==> src/hw/rtl/fpd_pkg.sv <==
// types and constants shared by the flight phase detector
`default_nettype none

package fpd_pkg;

  localparam int unsigned AddrW = 4;
  localparam int unsigned DataW = 32;

  localparam logic [1:0] REG_JUMP_THRESHOLD = 2'd0;
  localparam logic [1:0] REG_TREND_LIMIT    = 2'd1;
  localparam logic [1:0] REG_GRAVITY_LEVEL  = 2'd2;
  localparam logic [1:0] REG_ACCEL_BAND     = 2'd3;

  localparam logic [19:0] JUMP_THRESHOLD_RST = 20'd1000;
  localparam logic [7:0]  TREND_LIMIT_RST    = 8'd10;
  localparam logic [18:0] GRAVITY_LEVEL_RST  = 19'd9807;
  localparam logic [18:0] ACCEL_BAND_RST     = 19'd1000;

  localparam logic [8:0] COUNT_MAX  = 9'd511;
  localparam logic [1:0] JUMP_STEP  = 2'd3;
  localparam logic [1:0] SMALL_STEP = 2'd1;

  typedef enum logic [1:0] {
    TR_STATIONARY = 2'd0,
    TR_RISING     = 2'd1,
    TR_FALLING    = 2'd2
  } trend_e;

  typedef enum logic [2:0] {
    ACC_NEAR_ZERO = 3'd0,
    ACC_NEAR_G    = 3'd1,
    ACC_HIGH_POS  = 3'd2,
    ACC_LOW_NEG   = 3'd3,
    ACC_HIGH_NEG  = 3'd4
  } accel_e;

  typedef enum logic [3:0] {
    PH_STABILIZE   = 4'd0,
    PH_READY       = 4'd1,
    PH_POWERED     = 4'd2,
    PH_COASTING    = 4'd3,
    PH_FREEFALL    = 4'd4,
    PH_CHUTE_DECEL = 4'd5,
    PH_TERMINAL    = 4'd6,
    PH_LANDED      = 4'd7,
    PH_UNKNOWN     = 4'd8
  } phase_e;

  typedef struct packed {
    logic        baro_due;
    logic [31:0] altitude_mm;
    logic [19:0] accel_mm;
    logic        parachute_deployed;
    logic        stable;
  } fpd_in_t;

  typedef struct packed {
    phase_e flight_phase;
    trend_e altitude_trend;
    accel_e accel_class;
  } fpd_out_t;

  typedef struct packed {
    logic [19:0] jump_threshold;
    logic [7:0]  trend_limit;
    logic [18:0] gravity_level;
    logic [18:0] accel_band;
  } fpd_cfg_t;

endpackage

`default_nettype wire

==> src/hw/rtl/fpd_cfg.sv <==
// configuration register file behind the apb port
`default_nettype none

module fpd_cfg
  import fpd_pkg::*;
(
  input  wire logic             clk_i,
  input  wire logic             rst_ni,
  input  wire logic             psel,
  input  wire logic             penable,
  input  wire logic             pwrite,
  input  wire logic [AddrW-1:0] paddr,
  input  wire logic [DataW-1:0] pwdata,
  output logic      [DataW-1:0] prdata,
  output logic                  pready,
  output fpd_cfg_t              cfg_o
);

  fpd_cfg_t   cfg_q;
  logic       wr_en;
  logic [1:0] reg_idx;

  assign pready  = 1'b1;
  assign wr_en   = psel && penable && pwrite;
  assign reg_idx = paddr[3:2];
  assign cfg_o   = cfg_q;

  always_ff @(posedge clk_i or negedge rst_ni) begin
    if (!rst_ni) begin
      cfg_q.jump_threshold <= JUMP_THRESHOLD_RST;
      cfg_q.trend_limit    <= TREND_LIMIT_RST;
      cfg_q.gravity_level  <= GRAVITY_LEVEL_RST;
      cfg_q.accel_band     <= ACCEL_BAND_RST;
    end else if (wr_en) begin
      unique case (reg_idx)
        REG_JUMP_THRESHOLD: cfg_q.jump_threshold <= pwdata[19:0];
        REG_TREND_LIMIT:    cfg_q.trend_limit    <= pwdata[7:0];
        REG_GRAVITY_LEVEL:  cfg_q.gravity_level  <= pwdata[18:0];
        REG_ACCEL_BAND:     cfg_q.accel_band     <= pwdata[18:0];
        default:            cfg_q                <= cfg_q;
      endcase
    end
  end

  always_comb begin
    unique case (reg_idx)
      REG_JUMP_THRESHOLD: prdata = {12'd0, cfg_q.jump_threshold};
      REG_TREND_LIMIT:    prdata = {24'd0, cfg_q.trend_limit};
      REG_GRAVITY_LEVEL:  prdata = {13'd0, cfg_q.gravity_level};
      REG_ACCEL_BAND:     prdata = {13'd0, cfg_q.accel_band};
      default:            prdata = '0;
    endcase
  end

endmodule

`default_nettype wire

==> src/hw/rtl/fpd_baro.sv <==
// altitude trend tracking: previous sample, fall and rise counters, held trend
`default_nettype none

module fpd_baro
  import fpd_pkg::*;
(
  input  wire logic        clk_i,
  input  wire logic        rst_ni,
  input  wire logic        upd_en_i,
  input  wire logic        baro_due_i,
  input  wire logic [31:0] altitude_i,
  input  fpd_cfg_t         cfg_i,
  output trend_e           trend_o
);

  logic signed [31:0] prev_q;
  logic        [8:0]  fall_q;
  logic        [8:0]  rise_q;
  trend_e             trend_q;

  logic signed [32:0] alt_ext;
  logic signed [32:0] old_ext;
  logic signed [32:0] jmp_ext;
  logic signed [32:0] fall_diff;
  logic signed [32:0] rise_diff;
  logic        [9:0]  fall_sum;
  logic        [9:0]  rise_sum;
  logic        [8:0]  fall_cnt;
  logic        [8:0]  rise_cnt;
  logic        [8:0]  fall_d;
  logic        [8:0]  rise_d;
  trend_e             trend_d;
  logic        [8:0]  limit;
  logic               upd;

  assign upd     = upd_en_i && baro_due_i;
  assign alt_ext = {altitude_i[31], altitude_i};
  assign old_ext = {prev_q[31], prev_q};
  assign jmp_ext = {13'd0, cfg_i.jump_threshold};
  assign limit   = {1'b0, cfg_i.trend_limit};

  always_comb begin
    fall_diff = old_ext - alt_ext;
    rise_diff = alt_ext - old_ext;

    // saturating counter steps
    if (fall_diff >= jmp_ext) begin
      fall_sum = {1'b0, fall_q} + {8'd0, JUMP_STEP};
    end else if (fall_diff > 33'sd0) begin
      fall_sum = {1'b0, fall_q} + {8'd0, SMALL_STEP};
    end else begin
      fall_sum = '0;
    end
    if (rise_diff >= jmp_ext) begin
      rise_sum = {1'b0, rise_q} + {8'd0, JUMP_STEP};
    end else if (rise_diff > 33'sd0) begin
      rise_sum = {1'b0, rise_q} + {8'd0, SMALL_STEP};
    end else begin
      rise_sum = '0;
    end
    fall_cnt = (fall_sum > {1'b0, COUNT_MAX}) ? COUNT_MAX : fall_sum[8:0];
    rise_cnt = (rise_sum > {1'b0, COUNT_MAX}) ? COUNT_MAX : rise_sum[8:0];

    // falling wins when both reach the limit
    fall_d = fall_cnt;
    rise_d = rise_cnt;
    priority if (fall_cnt >= limit) begin
      trend_d = TR_FALLING;
      fall_d  = '0;
    end else if (rise_cnt >= limit) begin
      trend_d = TR_RISING;
      rise_d  = '0;
    end else begin
      trend_d = TR_STATIONARY;
    end
  end

  assign trend_o = baro_due_i ? trend_d : trend_q;

  always_ff @(posedge clk_i or negedge rst_ni) begin
    if (!rst_ni) begin
      prev_q  <= '0;
      fall_q  <= '0;
      rise_q  <= '0;
      trend_q <= TR_STATIONARY;
    end else if (upd) begin
      prev_q  <= altitude_i;
      fall_q  <= fall_d;
      rise_q  <= rise_d;
      trend_q <= trend_d;
    end
  end

`ifndef SYNTHESIS
  a_counters_exclusive: assert property (@(posedge clk_i) disable iff (!rst_ni)
    !(fall_q != 9'd0 && rise_q != 9'd0))
    else $error("fall and rise counters both nonzero");

  a_fall_cleared: assert property (@(posedge clk_i) disable iff (!rst_ni)
    upd && trend_d == TR_FALLING |=> fall_q == 9'd0 && trend_q == TR_FALLING)
    else $error("fall counter not cleared on falling");

  a_rise_cleared: assert property (@(posedge clk_i) disable iff (!rst_ni)
    upd && trend_d == TR_RISING |=> rise_q == 9'd0 && trend_q == TR_RISING)
    else $error("rise counter not cleared on rising");
`endif

endmodule

`default_nettype wire

==> src/hw/rtl/fpd_decode.sv <==
// acceleration banding and flight phase priority decode
`default_nettype none

module fpd_decode
  import fpd_pkg::*;
(
  input  wire logic [19:0] accel_mm_i,
  input  wire logic        chute_i,
  input  wire logic        stable_i,
  input  trend_e           trend_i,
  input  fpd_cfg_t         cfg_i,
  output fpd_out_t         res_o
);

  logic signed [21:0] acc;
  logic signed [21:0] band;
  logic signed [21:0] grav;
  logic signed [21:0] neg_band;
  logic signed [21:0] band_m_g;
  logic signed [21:0] neg_g_m_band;
  accel_e             cls;
  phase_e             phase;

  assign acc          = {{2{accel_mm_i[19]}}, accel_mm_i};
  assign band         = {3'd0, cfg_i.accel_band};
  assign grav         = {3'd0, cfg_i.gravity_level};
  assign neg_band     = -band;
  assign band_m_g     = band - grav;
  assign neg_g_m_band = neg_band - grav;

  always_comb begin
    priority if (acc <= band && acc >= neg_band) begin
      cls = ACC_NEAR_ZERO;
    end else if (acc <= band_m_g && acc >= neg_g_m_band) begin
      cls = ACC_NEAR_G;
    end else if (acc > band) begin
      cls = ACC_HIGH_POS;
    end else if (acc <= neg_band && acc >= band_m_g) begin
      cls = ACC_LOW_NEG;
    end else begin
      cls = ACC_HIGH_NEG;
    end
  end

  always_comb begin
    priority if (!chute_i && trend_i == TR_STATIONARY && cls == ACC_NEAR_ZERO) begin
      phase = stable_i ? PH_READY : PH_STABILIZE;
    end else if (!chute_i && stable_i && trend_i == TR_RISING && cls == ACC_HIGH_POS) begin
      phase = PH_POWERED;
    end else if (!chute_i && stable_i && trend_i == TR_RISING &&
                 (cls == ACC_NEAR_G || cls == ACC_LOW_NEG)) begin
      phase = PH_COASTING;
    end else if (!chute_i && stable_i && trend_i == TR_FALLING && cls == ACC_NEAR_G) begin
      phase = PH_FREEFALL;
    end else if (chute_i && stable_i && trend_i == TR_FALLING && cls == ACC_LOW_NEG) begin
      phase = PH_CHUTE_DECEL;
    end else if (chute_i && stable_i && trend_i == TR_FALLING && cls == ACC_NEAR_ZERO) begin
      phase = PH_TERMINAL;
    end else if (chute_i && stable_i && trend_i == TR_STATIONARY && cls == ACC_NEAR_ZERO) begin
      phase = PH_LANDED;
    end else begin
      phase = PH_UNKNOWN;
    end
  end

  assign res_o.flight_phase   = phase;
  assign res_o.altitude_trend = trend_i;
  assign res_o.accel_class    = cls;

endmodule

`default_nettype wire

==> src/hw/rtl/flight_phase_detector_top.sv <==
// flight phase detector top level: input register, trend and decode logic, result register
//
// usage
//   input channel in_valid_i / in_ready_o carries one sensor tick per transfer:
//   barometer flag, altitude in mm, filtered vertical acceleration in mm/s^2,
//   parachute pin and stability bit
//   output channel out_valid_o / out_ready_i returns one result per tick:
//   flight phase, altitude trend and acceleration class
//   configuration through the apb port (jump threshold, trend limit,
//   gravity level, accel band at byte addresses 0, 4, 8, 12); pready is always high
//   a taken tick waits in the input register; its result is decoded combinationally
//   and loaded, with out_valid_o set, once the result register is empty or being taken
//   throughput: one tick per cycle unless out_ready_i stalls the single register pair
//   a stalled receiver holds the result register; one more tick waits in the
//   input register, then in_ready_o drops until the result is taken
//   reset clears both valid flags, the previous altitude, both counters and
//   the held trend, and loads the register defaults
`default_nettype none

module flight_phase_detector_top
  import fpd_pkg::*;
(
  input  wire logic             clk_i,
  input  wire logic             rst_ni,
  input  wire logic             in_valid_i,
  output logic                  in_ready_o,
  input  fpd_in_t               in_data_i,
  output logic                  out_valid_o,
  input  wire logic             out_ready_i,
  output fpd_out_t              out_data_o,
  input  wire logic             psel,
  input  wire logic             penable,
  input  wire logic             pwrite,
  input  wire logic [AddrW-1:0] paddr,
  input  wire logic [DataW-1:0] pwdata,
  output logic      [DataW-1:0] prdata,
  output logic                  pready
);

  fpd_in_t  in_q;
  logic     in_valid_q;
  logic     in_valid_d;
  fpd_out_t out_q;
  logic     out_valid_q;
  logic     out_valid_d;
  logic     advance;
  fpd_cfg_t cfg;
  trend_e   trend;
  fpd_out_t res;

  fpd_cfg u_cfg (
    .clk_i   (clk_i),
    .rst_ni  (rst_ni),
    .psel    (psel),
    .penable (penable),
    .pwrite  (pwrite),
    .paddr   (paddr),
    .pwdata  (pwdata),
    .prdata  (prdata),
    .pready  (pready),
    .cfg_o   (cfg)
  );

  fpd_baro u_baro (
    .clk_i      (clk_i),
    .rst_ni     (rst_ni),
    .upd_en_i   (advance),
    .baro_due_i (in_q.baro_due),
    .altitude_i (in_q.altitude_mm),
    .cfg_i      (cfg),
    .trend_o    (trend)
  );

  fpd_decode u_decode (
    .accel_mm_i (in_q.accel_mm),
    .chute_i    (in_q.parachute_deployed),
    .stable_i   (in_q.stable),
    .trend_i    (trend),
    .cfg_i      (cfg),
    .res_o      (res)
  );

  assign advance     = in_valid_q && (!out_valid_q || out_ready_i);
  assign in_ready_o  = !in_valid_q || advance;
  assign in_valid_d  = (in_valid_i && in_ready_o) || (in_valid_q && !advance);
  assign out_valid_d = advance || (out_valid_q && !out_ready_i);

  always_ff @(posedge clk_i or negedge rst_ni) begin
    if (!rst_ni) begin
      in_valid_q  <= 1'b0;
      out_valid_q <= 1'b0;
    end else begin
      in_valid_q  <= in_valid_d;
      out_valid_q <= out_valid_d;
    end
  end

  // payload registers
  always_ff @(posedge clk_i) begin
    if (in_valid_i && in_ready_o) begin
      in_q <= in_data_i;
    end
    if (advance) begin
      out_q <= res;
    end
  end

  assign out_valid_o = out_valid_q;
  assign out_data_o  = out_q;

`ifndef SYNTHESIS
  a_input_held: assert property (@(posedge clk_i) disable iff (!rst_ni)
    in_valid_q && !advance |=> in_valid_q && $stable(in_q))
    else $error("pending tick lost from input register");

  a_advance_fills: assert property (@(posedge clk_i) disable iff (!rst_ni)
    advance |=> out_valid_o && out_data_o == $past(res))
    else $error("result register not loaded on advance");

  a_powered_consistent: assert property (@(posedge clk_i) disable iff (!rst_ni)
    out_valid_o && out_data_o.flight_phase == PH_POWERED |->
      out_data_o.altitude_trend == TR_RISING && out_data_o.accel_class == ACC_HIGH_POS)
    else $error("powered phase without rising trend and high positive accel");
`endif

endmodule

`default_nettype wire
==> config.mk <==
export PLATFORM = sky130hd
export DESIGN_NAME = flight_phase_detector_top
export DESIGN_NICKNAME = d
export VERILOG_FILES = /design/src/hw/rtl/fpd_pkg.sv /design/src/hw/rtl/fpd_cfg.sv /design/src/hw/rtl/fpd_baro.sv /design/src/hw/rtl/fpd_decode.sv /design/src/hw/rtl/flight_phase_detector_top.sv
export SDC_FILE = /design/constraint.sdc
export NUM_CORES = 1
export LEC_CHECK = 0
export BUFFER_PORTS_ARGS = -buffer_cell sky130_fd_sc_hd__buf_2
export CORE_ASPECT_RATIO = 0.8
export CORE_UTILIZATION = 39
export CTS_CLUSTER_DIAMETER = 120
export DETAILED_ROUTE_END_ITERATION = 7
export GPL_TIMING_DRIVEN = 0
export PLACE_DENSITY_LB_ADDON = 0.08
export SLEW_MARGIN = 20
export SYNTH_ARGS = -nofsm -noshare
export SYNTH_HDL_FRONTEND = slang
export SYNTH_SLANG_ARGS = --single-unit
==> constraint.sdc <==
create_clock -name clk_i -period 6.1 [get_ports clk_i]
set_clock_uncertainty 0.1 [all_clocks]
set_input_delay 0.61 -clock clk_i [delete_from_list [all_inputs] [get_ports clk_i]]
set_output_delay 0.61 -clock clk_i [all_outputs]
set_load 0.03 [all_outputs]
==> results of run 1 <==
-- sequential cells by signal, indices dropped and copies added (netlist names), 2 cells and up --
register and flops:
u_baro.prev_q 32, u_baro.rise_q 9, out_data_o 9, u_baro.trend_q 2, u_cfg.cfg_o 66, u_baro.fall_q 9, in_q 55
-- final cells by class --
type | count | share of cell area (%)
plain buffers | 73 | 2.08
multi-input cells | 1514 | 57.2
diodes | 1 | 0.0121
clock inverters | 14 | 0.717
well taps | 560 | 3.40
clock buffers | 18 | 2.13
repair buffers | 206 | 6.51
flip-flops and latches | 184 | 24.1
inverters | 213 | 3.90
-- logic make-up (layout without fill, tap and decap cells) --
| kind of cell | after synthesis | after routing | synth area share (%) |
|---|---|---|---|
| buffers and inverters | 286 | 524 | 6.87 |
| multiplexers | 39 | 39 | 3.06 |
| XOR/XNOR | 89 | 89 | 4.58 |
| other | 2 | 14 | 0.0442 |
| adder cells (fa/ha/maj) | 248 | 248 | 18.4 |
| AO/OA/AOI/OAI | 583 | 583 | 22.0 |
| flip-flops | 184 | 184 | 29.1 |
| AND/OR/NAND/NOR | 542 | 542 | 15.9 |
-- cells in the mapped netlist, drive strengths merged (6+ instances only) --
| library cell | count | area, µm² |
|---|---|---|
| nand3b | 6 | 45.0 |
| dfrtp | 98 | 2450 |
| edfxtp | 64 | 1920 |
| inv | 213 | 800 |
| o221ai | 7 | 61.3 |
| nor2 | 95 | 359 |
| or3 | 15 | 98.8 |
| a211o | 6 | 52.6 |
| mux2 | 24 | 270 |
| ha | 242 | 3030 |
| nand2 | 174 | 653 |
| buf | 37 | 233 |
| nor2b | 25 | 156 |
| a221oi | 6 | 58.8 |
| nand3 | 49 | 255 |
| o211ai | 12 | 95.1 |
| a21boi | 10 | 75.1 |
| a211oi | 17 | 133 |
| nor4 | 10 | 68.8 |
| a21o | 52 | 390 |
| nand2b | 23 | 144 |
| mux4 | 8 | 180 |
| nand4 | 39 | 259 |
| a21oi | 146 | 761 |
| a2111oi | 8 | 108 |
| and2 | 22 | 138 |
| clkbuf | 36 | 135 |
| or2 | 11 | 68.8 |
| a31oi | 10 | 68.8 |
| o21a | 26 | 195 |
| o31ai | 14 | 110 |
| dfstp | 22 | 578 |
| o21bai | 14 | 105 |
| xor2 | 30 | 263 |
| o21ai | 190 | 951 |
| a22o | 19 | 166 |
| mux2i | 7 | 70.1 |
| xnor2 | 59 | 517 |
| a31o | 7 | 61.3 |
| or4 | 9 | 67.6 |
| nor3 | 34 | 170 |
| and3 | 14 | 87.6 |
-- layer usage --
layer	GRT usage (%)	share of wire, %
met1	38.2	54
met2	34.5	41
met3	3.46	4.6
met4	4.12	0.84
met5	0	0
-- critical path: cells and delay by family (launching register included) --
kind	cells	cell delay, ns
buffers and inverters	5	0.56
AND/OR/NAND/NOR	12	1.93
flip-flops	1	0.38
AO/OA/AOI/OAI	15	2.27
multiplexers	1	0.34
adder cells (fa/ha/maj)	4	1.18
-- cells in the final DEF (no fill, tap or decap), drive strengths merged, types with 11 or more instances in the layout --
cell / synthesis / final
inv: 213 / 223
ha: 242 / 242
mux2: 24 / 24
edfxtp: 64 / 64
nor3: 34 / 34
nor2b: 25 / 25
o211ai: 12 / 12
nand2b: 23 / 23
a211oi: 17 / 17
a21o: 52 / 52
a21oi: 146 / 146
o31ai: 14 / 14
dfstp: 22 / 22
and2: 22 / 22
dfrtp: 98 / 98
o21bai: 14 / 14
o21a: 26 / 26
nand2: 174 / 174
clkbuf: 36 / 55
nand4: 39 / 39
nor2: 95 / 95
and3: 14 / 14
buf: 37 / 241
nand3: 49 / 49
or3: 15 / 15
xor2: 30 / 30
o21ai: 190 / 190
or2: 11 / 11
a22o: 19 / 19
conb: 2 / 13
xnor2: 59 / 59
-- through the flow --
stage          area (µm²)  instances  worst slack (ns)
3_3_place_gp        18400       2657             -1.74
5_1_grt             20600       2782             -1.27
3_5_place_dp        18500       2659             -1.81
2_1_floorplan       17100       1984            -0.295
6_report            20600       2783            -0.892
4_1_cts             20100       2749            -0.863
-- what timing repair did --
action / CTS / global route
endpoints found under the hold margin: 40 / 0
hold buffers: 1 / 0
buffers inserted: 58 / 33
cloned: 0 / 0
pin swaps: 78 / 49
setup endpoints to repair: 28 / 28
gates resized for setup: 145 / 64
-- worst min path at each step --
stage	slack (ns)	startpoint	cells past startpoint	to
global placement	0.37	u_baro.trend_q[0]	1	u_baro.trend_q[0]
detailed placement	0.37	u_baro.trend_q[0]	1	u_baro.trend_q[0]
global route	0.19	in_data_i[44]	1	in_q[44]
CTS	0.18	in_data_i[45]	1	in_q[45]
floorplan	0.21	rst_ni	0	in_valid_q
finish	0.20	in_data_i[45]	1	in_q[45]
-- power breakdown --
group          internal, W  switching (W)
Clock             0.000592       0.000579
Combinational      0.00212        0.00282
Sequential         0.00154       0.000199
==> key figures, run 1 <==
CTS
  • Sink Count: about 180
  • CTS tree: yes
  • Root buffer cell: clkbuf_16
  • Clock transition at the registers of the reported paths: 0.08 ns
  • # H-tree levels: 4
  • Num CTS Buffers: 17
  • Worst skew pair latency: roughly 0.47 ns
  • Clock buffer depth: 2

Route
  • Routed Wire Length: 53600 µm
  • Detail Route Antenna Nets: 0
  • DRC: 0
  • DR pass1 iterations: 5
  • WL/cell: 19.2 µm
  • 1st-iter DRT viols: 1088
  • Via count: roughly 15000
  • DR vias/cell: ~5.5

Floorplanning
  • Die footprint: 44400 µm²
  • Site Rows: 68
  • Initial Utilization: 39.5%
  • IO Count: 142
  • Chip height: 189 µm
  • Overall die width: 235 µm
  • CORE AREA: 43100 µm²

Global route
  • First-pass GRT wire length: 83800 µm
  • Vias in the first global route: 14500
  • Total congestion overflow: 0
  • Initial antenna violation count: 0
  • Total GRT Usage: 24.2%
  • Largest net degree at the start of global routing: between 80 and 90

Synth
  • Number of flops mapped to enable cells by yosys: 64
  • FFs w/ async S/R, synth: 65.2%
  • Syn Inst Count: just under 2000
  • Primary FF master, synth: dfrtp_1
  • Yosys cell types: 91
  • Seq cells post-synth: between 150 and 200
  • Synth warnings: 0
  • Register area share after synthesis: 29.1%
  • Netlist area before placement: 17000 µm²
  • Synth Area per Inst: 8.62 µm²

Timing
  • Final hold slack: 0.203 ns
  • Final setup margin: -0.892 ns
  • # setup viols final: 25
  • Final min period: 6.99 ns
  • Max-Slew Margin vs Limit: 25.1%
  • Setup TNS: -17.40 ns
  • Worst Tran Pin Value: around 1.1 ns
  • Achievable Freq: 143 MHz
  • Final worst path period share: 115%
  • Slew Viols, Final: 0
  • Hold Fails Final Rpt: 0
  • RSZ-0062 raised after global routing: true

Pwr
  • Max VDD drop: ~240 µV
  • Overall power: 0.00784 W
  • P_leak: approximately 9.4 nW
  • PD cells: roughly 380 nW/µm²

Critical path
  • Worst setup SP type: flip-flop
  • Critical R2R Capture: out_data_o[8]
  • Most frequent cell on the critical path: a21oi_2
  • CP Capture Type: flip-flop
  • WP data required: approximately 6.2 ns
  • Setup crit end: out_data_o[8]
  • CP max stage delay: 0.42 ns
  • Critical path origin: u_baro.prev_q[0]
  • Worst flop-to-flop path startpoint: u_baro.prev_q[0]
  • CP max-delay cell: fa_2
  • CP Class: reg2reg
  • Reg2Reg Depth: 37
  • Crit path DAT: 7.13 ns
  • Crit Path Max Fanout: 4
  • Reg-to-reg slack, setup: -0.89 ns

Hold path
  • Hold crit path type: in2reg

Final layout
  • Multi-input logic area: 11800 µm²
  • Layout cell share with drive strength beyond 1: approximately 23%
  • Fill cells: ~4200
  • Core Util, Final: about 48%
  • Area grow syn2layout: 21.1%
  • Layout Nets: 2553
  • Sequential cell area: 4950 µm²

Job
  • Number of max-cap violations: 0

Placement
  • Detailed placement HPWL: 42400 µm
  • Routability cong.: 0.895
  • IO Port Bufs: 113

Outcome
  • Run status: finished, violations left
  • Failing checks: negative setup slack
No activity file was read; power rests on OpenSTA's default activity.
==> run 2: changes to the inputs <==
--- a/config.mk
+++ b/config.mk
@@ -9,8 +9,10 @@
 export CORE_ASPECT_RATIO = 0.8
 export CORE_UTILIZATION = 39
 export CTS_CLUSTER_DIAMETER = 120
+export CTS_CLUSTER_SIZE = 10
 export DETAILED_ROUTE_END_ITERATION = 7
 export GPL_TIMING_DRIVEN = 0
+export MAX_ROUTING_LAYER = met4
 export PLACE_DENSITY_LB_ADDON = 0.08
 export SLEW_MARGIN = 20
 export SYNTH_ARGS = -nofsm -noshare
==> key figures, run 2 (synthesis results as in run 1) <==
Critical path
  • Critical R2R Capture: out_data_o[8]
  • CP Capture Type: flip-flop
  • Crit Path Max Fanout: 5 (+1)
  • Reg2Reg Depth: 36 (-2.7%)
  • Buf/Inv on CP: 3 (-2)
  • Reg-to-reg slack, setup: -0.83 ns (+0.06 ns)
  • WP data required: 6.24 ns (about the same)
  • Crit path DAT: 7.06 ns (-0.07 ns)
  • CP Class: reg2reg
  • CP top delay family: compound AO/OA/AOI/OAI gates
  • CP max stage delay: 0.47 ns (+0.05 ns)
  • CP max-delay cell: edfxtp_1
  • Worst setup SP type: flip-flop
  • Worst flop-to-flop path startpoint: in_q[22]

CTS
  • # H-tree levels: 4 (unchanged)
  • Worst skew pair latency: 0.48 ns (about the same)
  • Num CTS Buffers: 17 (unchanged)
  • Sink Count: 184 (unchanged)
  • Root buffer cell: clkbuf_16
  • CTS tree: yes
  • Clock transition at the registers of the reported paths: 0.08 ns (about the same)
  • Clock buffer depth: 2 (unchanged)

Final layout
  • Multi-input logic area: 11800 µm² (+0.37%)
  • Layout cell share with drive strength beyond 1: 22.7% (+0.12 points)
  • Most common cell after layout, fill and taps aside: ha_1
  • Most frequent cells in the layout: ha_1, inv_1, nand2_1
  • Core Util, Final: 47.7% (-0.13 points)
  • Max reg flops: 66 (unchanged)
  • Antenna fix cells: 0 (-1)
  • Area grow syn2layout: 20.8%
  • Layout Nets: 2541 (-0.47%)
  • Design area: 20500 µm² (-0.28%)
  • Fill cells: 4174 (-0.78%)
  • Sequential cell area: 4950 µm² (unchanged)

Pwr
  • Max VDD drop: 244 µV (+3.2%)
  • P_leak: 9.31 nW (-0.68%)
  • PD cells: 380 nW/µm² (-0.15%)

Route
  • Detail Route Antenna Nets: 0 (unchanged)
  • Routed Wire Length: 53800 µm (+0.47%)
  • DRC: 0 (unchanged)
  • DR pass1 iterations: 5 (unchanged)
  • WL/cell: 19.4 µm (+0.94%)
  • DR vias/cell: 5.54 (+0.44%)
  • 1st-iter DRT viols: 1082 (-0.55%)
  • Via count: 15300 (-0.033%)

Placement
  • IO Port Bufs: 113 (unchanged)
  • Worst slack, placed: -1.80 ns (+0.0131 ns)
  • Routability cong.: 0.881 (-1.5%)
  • Dpl cell area: 18500 µm² (unchanged)
  • Detailed placement HPWL: 42600 µm (+0.44%)

Global route
  • Largest net degree at the start of global routing: 94 (+16%)
  • Initial antenna violation count: 1 (+1)
  • Total congestion overflow: 0 (unchanged)
  • Total GRT Usage: 25.0% (+0.80 points)
  • First-pass GRT wire length: 83400 µm (-0.48%)
  • Vias in the first global route: 14500 (-0.062%)

Job
  • Number of max-cap violations: 0 (unchanged)

Outcome
  • Run status: finished, violations left
  • Failing checks: negative setup slack

Timing
  • Final setup margin: -0.829 ns (+0.0633 ns)
  • RSZ-0062 raised after global routing: true
  • Setup TNS: -14.40 ns (+3.00 ns)
  • Achievable Freq: 144 MHz (+0.91%)
  • Worst Tran Pin Value: 1.01 ns (-0.107 ns)
  • Final hold slack: 0.198 ns (-0.00506 ns)
  • Final worst path period share: 114% (-1.0 points)
  • Max-Slew Margin vs Limit: 32.5% (+7.4 points)
  • Final min period: 6.93 ns (-0.0633 ns)
  • # setup viols final: 25 (unchanged)
  • Slew Viols, Final: 0 (unchanged)
  • Hold Fails Final Rpt: 0 (unchanged)

Floorplanning
  • Overall die width: 235 µm (unchanged)
  • Chip height: 189 µm (unchanged)
  • Die footprint: 44400 µm² (unchanged)
  • CORE AREA: 43100 µm² (unchanged)
  • IO Count: 142 (unchanged)
  • Site Rows: 68 (unchanged)
  • Initial Utilization: 39.5% (unchanged)

Hold path
  • Hold depth: 1 (unchanged)
  • Hold_sp: in_data_i[19]
  • Hold crit path type: in2reg
  • Hold Crit Endpoint: in_q[19]
==> run 2: cell count changes in the layout (fill, tap and decap cells not counted), moves of 3 or more <==
cell     before  now
a21oi_1     117  107
buf_4        99   89
a21oi_2      21   30
o21ai_1      23   18
nand3_2       5    1
nand3_1      41   44
o21ai_2       8   11
==> run 2: layout make-up <==
class,count,area share [%]
buffer,73,2.05
clock inverter,13,0.591
sequential,184,24.1
timing repair buffer,194,6.09
inverter,213,3.91
tap,560,3.41
multi-input combinational,1514,57.6
clock buffer,19,2.26
==> run 2: worst max path at each step <==
| stage | slack [ns] | endpoint | depth (start not counted) | from |
|---|---|---|---|---|
| 2_1_floorplan | -0.30 | out_data_o[8] | 34 | in_q[23] |
| 3_3_place_gp | -1.84 | out_data_o[8] | 35 | in_q[31] |
| 3_5_place_dp | -1.80 | out_data_o[8] | 35 | in_q[31] |
| 4_1_cts | -0.80 | out_data_o[8] | 37 | u_baro.prev_q[0] |
| 5_1_grt | -1.16 | out_data_o[8] | 36 | in_q[22] |
| 6_report | -0.83 | out_data_o[8] | 36 | in_q[22] |
==> run 2: metal layers <==
metal / vias to the layer above / share of wire, % / GRT usage [%]
met5: - / 0 / -
met4: 0 / 0.99 / 4.52
met3: 31 / 4.9 / 3.53
met2: 375 / 41 / 34.3
met1: 7430 / 53 / 38.3
li1: 7502 / - / -
==> run 2: where the power goes <==
part	switching, W	total (W)	internal, W
sequential	0.000195	0.00173	0.00154
combinational	0.00283	0.00491	0.00208
clock	0.000591	0.00117	0.000576
==> run 2: per-stage QoR <==
stage	power [W]	std cells
after detailed placement	0.00596	2659
after global placement	0.00590	2657
after floorplan	0.00484	1984
final	0.00781	2770
after global routing	0.00845	2770
after CTS	0.00753	2744
==> run 2: what timing repair did <==
action | CTS | global route
setup buffers | 55 | 27
hold buffers | 1 | 0
setup endpoints to repair | 28 | 28
pin swaps | 76 | 67
resized for setup | 145 | 79
endpoints found under the hold margin | 27 | 0
==> run 3: changes to the inputs <==
--- a/config.mk
+++ b/config.mk
@@ -8,6 +8,7 @@
 export BUFFER_PORTS_ARGS = -buffer_cell sky130_fd_sc_hd__buf_2
 export CORE_ASPECT_RATIO = 0.8
 export CORE_UTILIZATION = 39
+export CTS_BUF_LIST = sky130_fd_sc_hd__clkbuf_8
 export CTS_CLUSTER_DIAMETER = 120
 export CTS_CLUSTER_SIZE = 10
 export DETAILED_ROUTE_END_ITERATION = 7
==> key figures, run 3 (synthesis results as in run 1) <==
Timing
  • Final min period: 6.95 ns (+0.0231 ns)
  • Slew Viols, Final: 0 (unchanged)
  • Hold Fails Final Rpt: 0 (unchanged)
  • Max-Slew Margin vs Limit: 29.8% (-2.7 points)
  • Worst Tran Pin Value: 1.05 ns (+0.0402 ns)
  • # setup viols final: 25 (unchanged)
  • RSZ-0062 raised after global routing: true
  • Final worst path period share: 114% (+0.38 points)
  • Final setup margin: -0.852 ns (-0.0231 ns)
  • Achievable Freq: 144 MHz (-0.33%)

Global route
  • Total GRT Usage: 25.0% (+0.055 points)
  • Total congestion overflow: 0 (unchanged)
  • Vias in the first global route: 14500 (+0.15%)
  • Largest net degree at the start of global routing: 94 (unchanged)
  • First-pass GRT wire length: 83500 µm (+0.11%)
  • Initial antenna violation count: 1 (unchanged)

Pwr
  • Net Switching: 0.00355 W (-1.7%)
  • P_leak: 9.20 nW (-1.2%)
  • Max VDD drop: 181 µV (-26%)
  • Combinational power share: 64.8% (+1.9 points)
  • Share of power burned in registers: 23.0% (+0.8 points)
  • PD cells: 370 nW/µm² (-2.6%)
  • Clk pwr share: 12.1% (-2.9 points)
  • Sw Ratio: 47.3% (+1.0 points)
  • Overall power: 0.00751 W (-3.9%)
  • P_int: 0.00396 W (-5.7%)

CTS
  • Worst skew pair latency: 0.54 ns (+0.06 ns)
  • Root buffer cell: clkbuf_8
  • CTS tree: yes
  • Clock buffer depth: 2 (unchanged)
  • Clock transition at the registers of the reported paths: 0.12 ns (+0.04 ns)
  • # H-tree levels: 4 (unchanged)
  • Num CTS Buffers: 17 (unchanged)
  • Sink Count: 184 (unchanged)

Final layout
  • Most common cell after layout, fill and taps aside: ha_1
  • Layout Nets: 2541 (unchanged)
  • Layout cell share with drive strength beyond 1: 22.3% (-0.45 points)
  • Antenna fix cells: 0 (unchanged)
  • Max reg flops: 66 (unchanged)
  • Core Util, Final: 47.1% (-0.63 points)
  • Most frequent cells in the layout: ha_1, inv_1, nand2_1
  • Area grow syn2layout: 19.2%

Placement
  • IO Port Bufs: 113 (unchanged)
  • Routability cong.: 0.881 (unchanged)
  • Detailed placement HPWL: 42600 µm (unchanged)

Critical path
  • Crit Path Max Fanout: 5 (unchanged)
  • CP Capture Type: flip-flop
  • CP max-delay cell: edfxtp_1
  • Crit path DAT: 7.16 ns (+0.10 ns)
  • Worst setup SP type: flip-flop
  • WP data required: 6.30 ns (+0.06 ns)
  • CP Class: reg2reg
  • CP max stage delay: 0.48 ns (about the same)

Job
  • Number of max-cap violations: 0 (unchanged)

Route
  • DR vias/cell: 5.51 (-0.44%)
  • 1st-iter DRT viols: 991 (-8.4%)
  • DR pass1 iterations: 5 (unchanged)
  • WL/cell: 19.3 µm (-0.49%)
  • Detail Route Antenna Nets: 0 (unchanged)
  • Via count: 15300 (-0.44%)
  • DRC: 0 (unchanged)
  • Routed Wire Length: 53600 µm (-0.49%)

Hold path
  • Hold crit path type: in2reg

Floorplanning
  • Overall die width: 235 µm (unchanged)
  • Site Rows: 68 (unchanged)
  • Chip height: 189 µm (unchanged)
  • Die footprint: 44400 µm² (unchanged)
  • Initial Utilization: 39.5% (unchanged)
  • CORE AREA: 43100 µm² (unchanged)
  • IO Count: 142 (unchanged)

Outcome
  • Failing checks: negative setup slack
  • Run status: finished, violations left
==> run 3: cell types whose count changed in the layout (fill, tap and decap cells not counted), sizes merged <==
cell    previous run  this run
clkbuf            55        54
bufinv             0         1
==> run 3: metal layers <==
layer	wire, µm	vias up	global-route usage [%]
li1	-	7493	-
met3	2610	37	4.22
met2	21900	334	34.3
met1	28500	7406	38.2
met4	540	0	4.35
met5	0	-	-
==> run 3: what timing repair did <==
item / CTS / global route
endpoints found under the hold margin: 27 / 0
setup buffers: 60 / 22
gates resized for setup: 143 / 65
endpoints found under the setup margin: 28 / 28
pin swaps: 75 / 54
hold buffers: 1 / 0
==> run 3: cell type report <==
cell class	count	area, µm²
well taps	560	701
multi-input cells	1514	11800
fillers	4204	22800
clock buffers	18	248
flip-flops and latches	184	4950
inverters	213	803
clock inverters	14	151
plain buffers	73	409
repair buffers	194	1250
==> run 3: worst paths after layout <==
kind | start | slack [ns] | cells after the start | to
max reg2reg | in_q[22] | -0.85 | 36 | out_data_o[8]
max in group asynchronous | rst_ni | 4.70 | 3 | u_baro.prev_q[6]
min | in_data_i[45] | 0.13 | 1 | in_q[45]
max | in_q[22] | -0.85 | 36 | out_data_o[8]
min reg2reg | u_baro.trend_q[0] | 0.40 | 1 | u_baro.trend_q[0]
min in group asynchronous | rst_ni | 0.41 | 2 | u_baro.prev_q[26]
==> run 3: power groups by stage <==
stage          sequential (W)  combinational, W  clock [W]
5_1_grt               0.00176           0.00542   0.000982
3_5_place_dp          0.00175           0.00421          0
3_3_place_gp          0.00175           0.00415          0
2_1_floorplan         0.00172           0.00312          0
4_1_cts               0.00173           0.00462   0.000945
6_report              0.00173           0.00487   0.000911
==> run 3: critical path, delay by kind of cell (launching register included) <==
| family | cells | cell delay [ns] |
|---|---|---|
| AOI/OAI and AO/OA | 17 | 2.95 |
| and+or+nand+nor | 10 | 1.33 |
| adders and majority gates | 4 | 1.00 |
| DFF | 1 | 0.48 |
| muxes | 1 | 0.34 |
| buffers and inverters | 3 | 0.33 |
| xor gates and xnor gates | 1 | 0.19 |
==> run 3: metrics by stage <==
step                cells  hold slack, ns  setup WS (ns)  cell area [µm²]  TNS, ns
CTS                  2749          0.0850         -0.803            19900   -14.44
global placement     2657           0.363          -1.84            18400   -40.58
floorplan            1984           0.214         -0.295            17100   -0.759
global route         2770          0.0839          -1.14            20300   -23.31
finish               2770           0.130         -0.852            20300   -15.14
detailed placement   2659           0.368          -1.80            18500   -40.26
